==> src/hdl/sds_pkg.sv <==
// ----------------------------------------------------------------------------
// sds_pkg
// shared constants, types and helpers of the scan disk scheduler
// ----------------------------------------------------------------------------
package sds_pkg;

  localparam int MAX_REQ    = 32;
  localparam int TRACK_BITS = 16;
  localparam int TRACK_W    = TRACK_BITS;
  localparam int DISK_W     = 17;
  localparam int DIST_W     = 17;
  localparam int CFG_IDX_W  = 2;

  // set holds the requests plus head, outer end and track zero
  localparam int SET_MAX = MAX_REQ + 3;
  localparam int IDX_W   = $clog2(SET_MAX);
  localparam int N_W     = $clog2(SET_MAX + 1);
  localparam int CNT_W   = $clog2(MAX_REQ + 1);

  localparam logic [DISK_W-1:0] DISK_LIMIT = DISK_W'(1) << TRACK_BITS;
  localparam logic [DISK_W-1:0] DISK_MIN   = DISK_W'(2);

  // register indexes of the configuration port
  localparam logic [CFG_IDX_W-1:0] CFG_DISK_SIZE  = 2'd0;
  localparam logic [CFG_IDX_W-1:0] CFG_START_HEAD = 2'd1;
  localparam logic [CFG_IDX_W-1:0] CFG_PREV_HEAD  = 2'd2;

  // fixed slots of the set store, requests follow
  localparam logic [IDX_W-1:0] SLOT_HEAD = IDX_W'(0);
  localparam logic [IDX_W-1:0] SLOT_END  = IDX_W'(1);
  localparam logic [IDX_W-1:0] SLOT_ZERO = IDX_W'(2);
  localparam logic [IDX_W-1:0] SLOT_REQ  = IDX_W'(3);

  typedef enum logic [2:0] {
    ST_IDLE,
    ST_CLAMP,
    ST_RANK,
    ST_HEAD,
    ST_EMIT,
    ST_DRAIN
  } sds_state_t;

  typedef struct packed {
    logic load;
    logic init;
    logic clamp_step;
    logic rank_step;
    logic emit_head;
    logic emit_step;
  } sds_cmd_t;

  typedef struct packed {
    logic clamp_last;
    logic rank_last;
    logic emit_last;
  } sds_status_t;

  function automatic logic [TRACK_W-1:0] outer_end(input logic [DISK_W-1:0] ds);
    logic [DISK_W-1:0] size;
    if (ds < DISK_MIN) begin
      size = DISK_MIN;
    end else if (ds > DISK_LIMIT) begin
      size = DISK_LIMIT;
    end else begin
      size = ds;
    end
    return TRACK_W'(size - DISK_W'(1));
  endfunction

  function automatic logic [TRACK_W-1:0] clamp_track(input logic [TRACK_W-1:0] t,
                                                     input logic [TRACK_W-1:0] e);
    return (t > e) ? e : t;
  endfunction

endpackage

==> src/hdl/sds_ctrl.sv <==
// ----------------------------------------------------------------------------
// sds_ctrl
// sequencer: load, clamp pass, rank pass, head result, service order emit
// ----------------------------------------------------------------------------
module sds_ctrl import sds_pkg::*; (
  input  logic        clk,
  input  logic        rst_n,
  input  logic        start,
  input  logic        in_req_last,
  input  sds_status_t status,
  output sds_cmd_t    cmd,
  output logic        busy
);

  sds_state_t state_r;
  sds_state_t state_nxt;

  always_ff @(posedge clk) begin
    if (!rst_n) begin
      state_r <= ST_IDLE;
    end else begin
      state_r <= state_nxt;
    end
  end

  always_comb begin
    state_nxt = state_r;
    cmd       = '0;
    busy      = 1'b1;
    unique case (state_r)
      ST_IDLE: begin
        busy     = 1'b0;
        cmd.load = start;
        if (start && in_req_last) begin
          cmd.init  = 1'b1;
          state_nxt = ST_CLAMP;
        end
      end
      ST_CLAMP: begin
        cmd.clamp_step = 1'b1;
        if (status.clamp_last) begin
          state_nxt = ST_RANK;
        end
      end
      ST_RANK: begin
        cmd.rank_step = 1'b1;
        if (status.rank_last) begin
          state_nxt = ST_HEAD;
        end
      end
      ST_HEAD: begin
        cmd.emit_head = 1'b1;
        state_nxt     = ST_EMIT;
      end
      ST_EMIT: begin
        cmd.emit_step = 1'b1;
        if (status.emit_last) begin
          state_nxt = ST_DRAIN;
        end
      end
      ST_DRAIN: begin
        state_nxt = ST_IDLE;
      end
      default: begin
        state_nxt = ST_IDLE;
      end
    endcase
  end

endmodule

==> src/hdl/sds_datapath.sv <==
// ----------------------------------------------------------------------------
// sds_datapath
// config registers, set store, rank sort into sorted store, seek accumulation
// ----------------------------------------------------------------------------
module sds_datapath import sds_pkg::*; (
  input  logic                 clk,
  input  logic                 rst_n,
  input  sds_cmd_t             cmd,
  output sds_status_t          status,
  input  logic [TRACK_W-1:0]   in_req_track,
  input  logic                 in_req_last,
  input  logic                 cfg_we,
  input  logic [CFG_IDX_W-1:0] cfg_index,
  input  logic [DISK_W-1:0]    cfg_data,
  output logic                 out_valid,
  output logic [TRACK_W-1:0]   out_seek_track,
  output logic [DIST_W-1:0]    out_total_distance,
  output logic                 out_seq_last
);

  logic [DISK_W-1:0]  disk_size_r;
  logic [TRACK_W-1:0] start_head_r;
  logic [TRACK_W-1:0] prev_head_r;

  logic [CNT_W-1:0]   cnt_r;
  logic [N_W-1:0]     n_r;
  logic [TRACK_W-1:0] end_r;
  logic [TRACK_W-1:0] head_r;
  logic               up_r;
  logic [IDX_W-1:0]   i_r;
  logic [IDX_W-1:0]   j_r;

  logic [TRACK_W-1:0] set_mem [SET_MAX];
  logic [TRACK_W-1:0] sorted_mem [SET_MAX];
  logic [TRACK_W-1:0] rd_a_r;
  logic [TRACK_W-1:0] rd_b_r;
  logic [TRACK_W-1:0] sd_r;

  logic               cl_v_r;
  logic [IDX_W-1:0]   cl_idx_r;
  logic               rk_v_r;
  logic [IDX_W-1:0]   rk_i_r;
  logic [IDX_W-1:0]   rk_j_r;
  logic [IDX_W-1:0]   acc_r;
  logic [IDX_W-1:0]   split_r;
  logic               em_v_r;
  logic               em_last_r;
  logic               head_v_r;

  logic               out_valid_r;
  logic [TRACK_W-1:0] out_seek_r;
  logic [DIST_W-1:0]  out_total_r;
  logic               out_last_r;

  logic               room;
  logic [CNT_W-1:0]   cnt_after;
  logic               load_we;
  logic [IDX_W-1:0]   load_addr;
  logic [TRACK_W-1:0] head_c;
  logic [TRACK_W-1:0] cl_val;
  logic               set_we;
  logic [IDX_W-1:0]   set_waddr;
  logic [TRACK_W-1:0] set_wdata;
  logic [IDX_W-1:0]   last_idx;
  logic               lt;
  logic [IDX_W-1:0]   rank_sum;
  logic               rk_end;
  logic [IDX_W-1:0]   up_cnt;
  logic [IDX_W-1:0]   em_addr;
  logic [TRACK_W-1:0] diff;
  logic [DIST_W-1:0]  total_nxt;

  // configuration registers
  always_ff @(posedge clk) begin
    if (!rst_n) begin
      disk_size_r  <= DISK_W'(200);
      start_head_r <= '0;
      prev_head_r  <= '0;
    end else if (cfg_we) begin
      unique case (cfg_index)
        CFG_DISK_SIZE:  disk_size_r  <= cfg_data;
        CFG_START_HEAD: start_head_r <= cfg_data[TRACK_W-1:0];
        CFG_PREV_HEAD:  prev_head_r  <= cfg_data[TRACK_W-1:0];
        default: ;
      endcase
    end
  end

  assign room      = cnt_r < CNT_W'(MAX_REQ);
  assign cnt_after = room ? cnt_r + CNT_W'(1) : cnt_r;
  assign load_we   = cmd.load && room;
  assign load_addr = IDX_W'(cnt_r) + SLOT_REQ;
  assign last_idx  = IDX_W'(n_r - N_W'(1));
  assign head_c    = clamp_track(start_head_r, end_r);

  assign status.clamp_last = (i_r == last_idx);
  assign status.rank_last  = (i_r == last_idx) && (j_r == last_idx);
  assign status.emit_last  = (j_r == IDX_W'(n_r - N_W'(3)));

  always_ff @(posedge clk) begin
    if (!rst_n) begin
      cnt_r <= '0;
    end else if (cmd.load) begin
      cnt_r <= in_req_last ? '0 : cnt_after;
    end
  end

  always_ff @(posedge clk) begin
    if (cmd.init) begin
      n_r   <= N_W'(cnt_after) + N_W'(3);
      end_r <= outer_end(disk_size_r);
    end
    if (cmd.clamp_step && (i_r == SLOT_HEAD)) begin
      head_r <= head_c;
      up_r   <= prev_head_r < head_c;
    end
  end

  // walk counters: i is the set index, j the inner rank index or emit count
  always_ff @(posedge clk) begin
    if (!rst_n) begin
      i_r <= '0;
      j_r <= '0;
    end else if (cmd.init) begin
      i_r <= '0;
      j_r <= '0;
    end else if (cmd.clamp_step) begin
      i_r <= status.clamp_last ? '0 : i_r + IDX_W'(1);
    end else if (cmd.rank_step) begin
      if (j_r == last_idx) begin
        j_r <= '0;
        i_r <= status.rank_last ? '0 : i_r + IDX_W'(1);
      end else begin
        j_r <= j_r + IDX_W'(1);
      end
    end else if (cmd.emit_step) begin
      j_r <= j_r + IDX_W'(1);
    end
  end

  // clamp pass write value per slot
  always_comb begin
    priority if (cl_idx_r == SLOT_HEAD) begin
      cl_val = head_r;
    end else if (cl_idx_r == SLOT_END) begin
      cl_val = end_r;
    end else if (cl_idx_r == SLOT_ZERO) begin
      cl_val = '0;
    end else begin
      cl_val = clamp_track(rd_a_r, end_r);
    end
  end

  assign set_we    = load_we || cl_v_r;
  assign set_waddr = cl_v_r ? cl_idx_r : load_addr;
  assign set_wdata = cl_v_r ? cl_val : in_req_track;

  always_ff @(posedge clk) begin
    if (set_we) begin
      set_mem[set_waddr] <= set_wdata;
    end
    rd_a_r <= set_mem[i_r];
    rd_b_r <= set_mem[j_r];
  end

  always_ff @(posedge clk) begin
    if (!rst_n) begin
      cl_v_r   <= 1'b0;
      rk_v_r   <= 1'b0;
      em_v_r   <= 1'b0;
      head_v_r <= 1'b0;
    end else begin
      cl_v_r   <= cmd.clamp_step;
      rk_v_r   <= cmd.rank_step;
      em_v_r   <= cmd.emit_step;
      head_v_r <= cmd.emit_head;
    end
  end

  always_ff @(posedge clk) begin
    cl_idx_r  <= i_r;
    rk_i_r    <= i_r;
    rk_j_r    <= j_r;
    em_last_r <= status.emit_last;
  end

  // stable rank: ties go by set index, so the head slot leads its equals
  assign lt       = (rd_b_r < rd_a_r) || ((rd_b_r == rd_a_r) && (rk_j_r < rk_i_r));
  assign rank_sum = ((rk_j_r == '0) ? '0 : acc_r) + IDX_W'(lt);
  assign rk_end   = (rk_j_r == last_idx);

  always_ff @(posedge clk) begin
    if (rk_v_r) begin
      acc_r <= rank_sum;
      if (rk_end && (rk_i_r == SLOT_HEAD)) begin
        split_r <= rank_sum;
      end
    end
  end

  // service order address from emit count j
  assign up_cnt = last_idx - split_r;
  always_comb begin
    if (up_r) begin
      em_addr = (j_r < up_cnt) ? split_r + IDX_W'(1) + j_r : last_idx - IDX_W'(1) - j_r;
    end else begin
      em_addr = (j_r < split_r) ? split_r - IDX_W'(1) - j_r : j_r + IDX_W'(1);
    end
  end

  always_ff @(posedge clk) begin
    if (rk_v_r && rk_end) begin
      sorted_mem[rank_sum] <= rd_a_r;
    end
    sd_r <= sorted_mem[em_addr];
  end

  // seek accumulation, result register doubles as head position and total
  assign diff      = (sd_r > out_seek_r) ? sd_r - out_seek_r : out_seek_r - sd_r;
  assign total_nxt = out_total_r + DIST_W'(diff);

  // head result is registered through head_v_r so it lines up with the sorted reads
  always_ff @(posedge clk) begin
    if (!rst_n) begin
      out_valid_r <= 1'b0;
    end else begin
      out_valid_r <= head_v_r || em_v_r;
    end
  end

  always_ff @(posedge clk) begin
    if (head_v_r) begin
      out_seek_r  <= head_r;
      out_total_r <= '0;
      out_last_r  <= 1'b0;
    end else if (em_v_r) begin
      out_seek_r  <= sd_r;
      out_total_r <= total_nxt;
      out_last_r  <= em_last_r;
    end
  end

  assign out_valid          = out_valid_r;
  assign out_seek_track     = out_seek_r;
  assign out_total_distance = out_total_r;
  assign out_seq_last       = out_last_r;

endmodule

==> src/hdl/scan_disk_scheduler_core.sv <==
// ----------------------------------------------------------------------------
// scan_disk_scheduler_core
// scan (elevator) disk scheduler: loads requests, emits the service order
// ----------------------------------------------------------------------------
// Requests load one per cycle while busy is low (start high, busy low); up to
// MAX_REQ are kept and later ones are dropped. The item with in_req_last high
// is stored too and starts a schedule over n = stored requests + 3 entries
// (start head, outer end, track zero). Busy then stays high while a pass clamps
// the set to the disk, a rank sort reads every pair of set entries through the
// set store's two read ports one pair per cycle, the head is issued, the sorted
// store is read one entry per cycle and the pipeline drains.
// The n-1 results (start head first) come on consecutive cycles, each strobed
// by out_valid for one cycle only; the receiver cannot stall them and must
// take each one as it comes. The last result, marked by out_seq_last, shows
// in the first cycle that busy is low again. cfg_ready is always high; write
// configuration only while the block is idle.
module scan_disk_scheduler_core import sds_pkg::*; (
  input  logic                 clk,
  input  logic                 rst_n,
  input  logic                 start,
  output logic                 busy,
  input  logic [TRACK_W-1:0]   in_req_track,
  input  logic                 in_req_last,
  output logic                 out_valid,
  output logic [TRACK_W-1:0]   out_seek_track,
  output logic [DIST_W-1:0]    out_total_distance,
  output logic                 out_seq_last,
  input  logic                 cfg_valid,
  output logic                 cfg_ready,
  input  logic [CFG_IDX_W-1:0] cfg_index,
  input  logic [DISK_W-1:0]    cfg_data
);

  sds_cmd_t    cmd;
  sds_status_t status;
  logic        cfg_we;

  assign cfg_ready = 1'b1;
  assign cfg_we    = cfg_valid && cfg_ready;

  sds_ctrl u_ctrl (
    .clk         (clk),
    .rst_n       (rst_n),
    .start       (start),
    .in_req_last (in_req_last),
    .status      (status),
    .cmd         (cmd),
    .busy        (busy)
  );

  sds_datapath u_datapath (
    .clk                (clk),
    .rst_n              (rst_n),
    .cmd                (cmd),
    .status             (status),
    .in_req_track       (in_req_track),
    .in_req_last        (in_req_last),
    .cfg_we             (cfg_we),
    .cfg_index          (cfg_index),
    .cfg_data           (cfg_data),
    .out_valid          (out_valid),
    .out_seek_track     (out_seek_track),
    .out_total_distance (out_total_distance),
    .out_seq_last       (out_seq_last)
  );

endmodule

==> config.mk <==
export PLATFORM = sky130hd
export DESIGN_NAME = scan_disk_scheduler_core
export DESIGN_NICKNAME = d
export VERILOG_FILES = /design/src/hdl/sds_pkg.sv /design/src/hdl/sds_ctrl.sv /design/src/hdl/sds_datapath.sv /design/src/hdl/scan_disk_scheduler_core.sv
export SDC_FILE = /design/constraint.sdc
export NUM_CORES = 2
export LEC_CHECK = 0
export BUFFER_PORTS_ARGS = -buffer_cell sky130_fd_sc_hd__buf_2
export CAP_MARGIN = 5
export CORE_AREA = 5 5 400 402
export CTS_BUF_LIST = sky130_fd_sc_hd__clkbuf_4 sky130_fd_sc_hd__clkbuf_8 sky130_fd_sc_hd__clkbuf_16
export DETAILED_ROUTE_END_ITERATION = 7
export DIE_AREA = 0 0 405 407
export GPL_ROUTABILITY_DRIVEN = 0
export PLACE_DENSITY = 0.52
export SLEW_MARGIN = 0
export SYNTH_ARGS = -nofsm -noshare
export SYNTH_HDL_FRONTEND = slang
export SYNTH_SLANG_ARGS = --single-unit
==> constraint.sdc <==
create_clock -name clk -period 6 [get_ports clk]
set_clock_uncertainty 0.15 [all_clocks]
set_input_delay 1.2 -clock clk [delete_from_list [all_inputs] [get_ports clk]]
set_output_delay 1.2 -clock clk [all_outputs]
set_load 0.05 [all_outputs]
==> reports/metrics.yaml <==
status:
  outcome: "complete, no violations"
cts:
  ctsHoldBuffers: 0
  clk_pin_slew_worst_paths_ns: 0.06
  cts_buffer_depth: 3
  cts_max_level: 4
  cts_tree: "built"
  clkSinkCount: 1341
  worstSkewPairLatency_ns: 0.77
  cts-buffers-inserted: 148
  cts-root-buf: "clkbuf_16"
worst_setup_path:
  crit_path_end_kind: "flop"
  worstReg2RegStart: "u_datapath.n_r[1]$_DFFE_PP_"
  startpoint_type: "flop"
  crit_required_ns: 6.43
  r2r_cells: 21
  critPathArrivalTime_ns: 6.13
  worst-path-max-fanout: 36
  r2r_setup_slack_ns: 0.30
  critPathKind: "reg2reg"
  crit-reg2reg-capture: "u_datapath.sd_r[15]$_DFF_P_"
job:
  cap_violations: 0
synth:
  synth.area.top_cells: "edfxtp_1, mux4_2, dfxtp_1"
  synth-seq-cells: 1341
  synthSimpleGateAreaFrac_pct: 6.26
  synth_ff_type: "edfxtp_1"
  yosysTopAreaCell: "edfxtp_1"
  synth_area_sq_mm: 0.0619
  yosysMostFrequentCell: "edfxtp_1"
  ys_types: 86
  async_flop_share_pct: 0
  synth_compound_area_share_pct: 8.45
  synth_area_per_cell_sq_um: 14.7
  synth_xor_area_share_pct: 1.33
  netlist_instances: 4222
  synth.top_cell.area_share_pct: 57.5
  synth.top_cells.by_count: "edfxtp_1, nand2_1, mux4_2, a21oi_1, mux2i_1"
  ys_seq_area_share_pct: 62.5
  yosys_warnings: 0
  synth-edff-count: 1187
  synth_top_family_by_area: "multiplexers"
  synth_mux_area_share_pct: 15.4
  synthesis.nets: 4426
  synth-adder-area-share_pct: 3.40
cells_and_area:
  fin_cells: 6553
  layout-area-overhead-vs-synth_pct: 13.8
  drive_gt1_share_pct: 21.3
  fillers: 13727
  fin_nets: 4576
min_path:
  min_from: "u_datapath.j_r[1]$_SDFFE_PP0P_"
  hold_path_class: "reg2reg"
  hold_depth: 0
  hold_end: "u_datapath.rk_j_r[1]$_DFF_P_"
floorplanning:
  std_cell_rows: 145
  die-area_sq_mm: 0.165
  die_h_microns: 407
  initial_core_util_pct: 39.8
  ios: 77
  die_w_microns: 405
  fp.coreArea_sq_mm: 0.156
place:
  dp_hpwl_mm: 114
  io_buffers: 75
  dp_cells: 6276
power_and_ir_drop:
  power.density_mw_per_mm2: 302
  power_leakage_nw: 24.0
  total_power_mw: 21.3
  ir_worst_vdd_mv: 0.260
sta:
  slew_headroom_pct: 22.0
  rsz0062_at_grt: "false"
  max_freq_ghz: 0.176
  whs_ns: 0.297
  fin_setup_tns_ns: 0
  hold_viol: 0
  min_period_ns: 5.70
  finalMaxSlewViolations: 0
  finalCritPeriodShare_pct: 95.0
  setup_violations: 0
  tightest_slew_ns: 1.17
global_route:
  met2_usage_pct: 37.6
  grt_pass1_wl_mm: 265
  grt_max_degree: 134
  use_met3_pct: 2.92
  grt-ovfl-total: 0
  antenna_found_initial: 5
  grt_pass1_vias: 37242
  top_usage_layer: "met2"
  grt_use_total_pct: 22.1
  grt_util_met1_pct: 29.9
route:
  routed_via_density: 5.73
  post_drt_wl_per_cell_microns: 27.9
  finalWirelength_mm: 183
  vias: 37566
  drtIter0Drc: 3364
  firstDrtPassIters: 5
  ant_nets: 0
  drcViolationCount: 0
## cell families after synthesis
logic type	count (synthesis)
AOI/OAI and AO/OA	797
xor gates and xnor gates	94
adders and majority gates	164
buffers and inverters	397
DFF	1341
muxes	545
other	1
and+or+nand+nor	883
## report_power, final
part	internal (mW)	switching, mW	leakage, nW	total, mW
logic	0.643	1.11	9.60	1.75
clock network	5.30	3.75	2.43	9.06
registers	10.3	0.132	12.0	10.4
## what timing repair did
item / 4_1_cts / 5_1_grt
endpoints found under the setup margin: 1 / 13
buffers inserted: 0 / 4
pin swaps: 0 / 1
gates resized for setup: 1 / 11
hold endpoints to repair: 0 / 0
## area by class of cell
class	instances	area, sq um	share of cell area (%)
Clock buffer	195	4180	5.92
Sequential cell	1341	38800	55.0
Timing Repair Buffer	261	1980	2.82
Antenna cell	2	5.00	0.00710
Clock inverter	76	669	0.950
Tap cell	2058	2570	3.65
Multi-Input combinational cell	2484	21800	30.9
Inverter	136	510	0.724
## per-layer routing
metal / up-vias / wire length [microns]
met5: - / 0
met4: 0 / 4880
met3: 249 / 9440
met2: 1089 / 91500
met1: 19438 / 77300
li1: 16790 / -
## worst max-delay path by stage
stage / from / slack, ns / depth (start not counted) / end
floorplan: u_datapath.out_seek_track[12]$_DFFE_PP_ / 0.67 / 24 / u_datapath.out_total_distance[16]$_SDFFE_PP0P_
global placement: u_datapath.n_r[1]$_DFFE_PP_ / -0.07 / 22 / u_datapath.sd_r[7]$_DFF_P_
detailed placement: u_datapath.n_r[1]$_DFFE_PP_ / -0.007 / 22 / u_datapath.sd_r[7]$_DFF_P_
CTS: u_datapath.n_r[1]$_DFFE_PP_ / 0.03 / 22 / u_datapath.sd_r[15]$_DFF_P_
global route: u_datapath.n_r[1]$_DFFE_PP_ / 0.007 / 21 / u_datapath.sd_r[15]$_DFF_P_
finish: u_datapath.n_r[1]$_DFFE_PP_ / 0.30 / 21 / u_datapath.sd_r[15]$_DFF_P_
## registers in the layout, indices dropped and copies added, names as in the netlist, 17 cells and up
name                           count
u_datapath.out_total_distance     17
u_datapath.sorted_mem            560
u_datapath.disk_size_r            17
u_datapath.set_mem               560
## stage by stage
step | cell area [sq um] | setup slack, ns | util [%]
final | 70500 | 0.303 | 45.3
after global routing | 70500 | 0.00715 | 45.3
after CTS | 70400 | 0.0340 | 45.2
after detailed placement | 65500 | -0.00691 | 42.1
after global placement | 65500 | -0.0692 | 42.1
after floorplan | 61900 | 0.667 | -
## cell usage in the layout, fill, tap and decap left out, types with 10 or more instances in the layout
cell type  netlist  final
buf_12           0     17
clkinv_1         0     30
nor2_2           3     38
mux4_2         324    324
a21oi_1        264    264
nand2_1        472    472
xor2_1          37     37
nand2b_1        20     20
clkbuf_16        0    153
nand4_1         37     37
mux2i_1        199    199
a221oi_2         1     10
a311oi_1        21     21
nand3_1         36     36
xnor2_1         57     57
nor3_1          34     34
a21o_1          45     44
inv_1          133    133
dfxtp_1        154    130
o211ai_1        39     39
a221oi_1       107     98
ha_1           157    157
nor2_1         180    145
nor2b_1         27     27
and3_1          12     12
mux2_2          22     22
dfxtp_2          0     20
o21ai_0        152    150
nor4_1          15     14
clkbuf_4         1     37
a32oi_1         17     17
edfxtp_1      1187   1187
clkinv_2         0     23
o21bai_1        11     11
buf_2           38     75
a211oi_1        16     16
buf_4           11    169
a21boi_0        49     49
o21a_1          22     22
## critical path: stages (launching register included)
cell	delay, ns
edfxtp_1	0.41
inv_1	0.08
ha_1	0.42
inv_1	0.13
ha_1	0.28
nor2b_1	0.13
o21ai_0	0.15
nand2b_1	0.11
a21o_1	0.19
a21oi_1	0.16
xnor2_1	0.15
ha_1	0.27
o21ai_0	0.12
nor2_1	0.11
a311oi_4	0.46
o32ai_1	0.23
a21o_4	0.41
buf_12	0.25
a21oi_1	0.15
a221oi_1	0.11
o21ai_0	0.83
nand4_1	0.16
(Power assumes the default switching activity.)
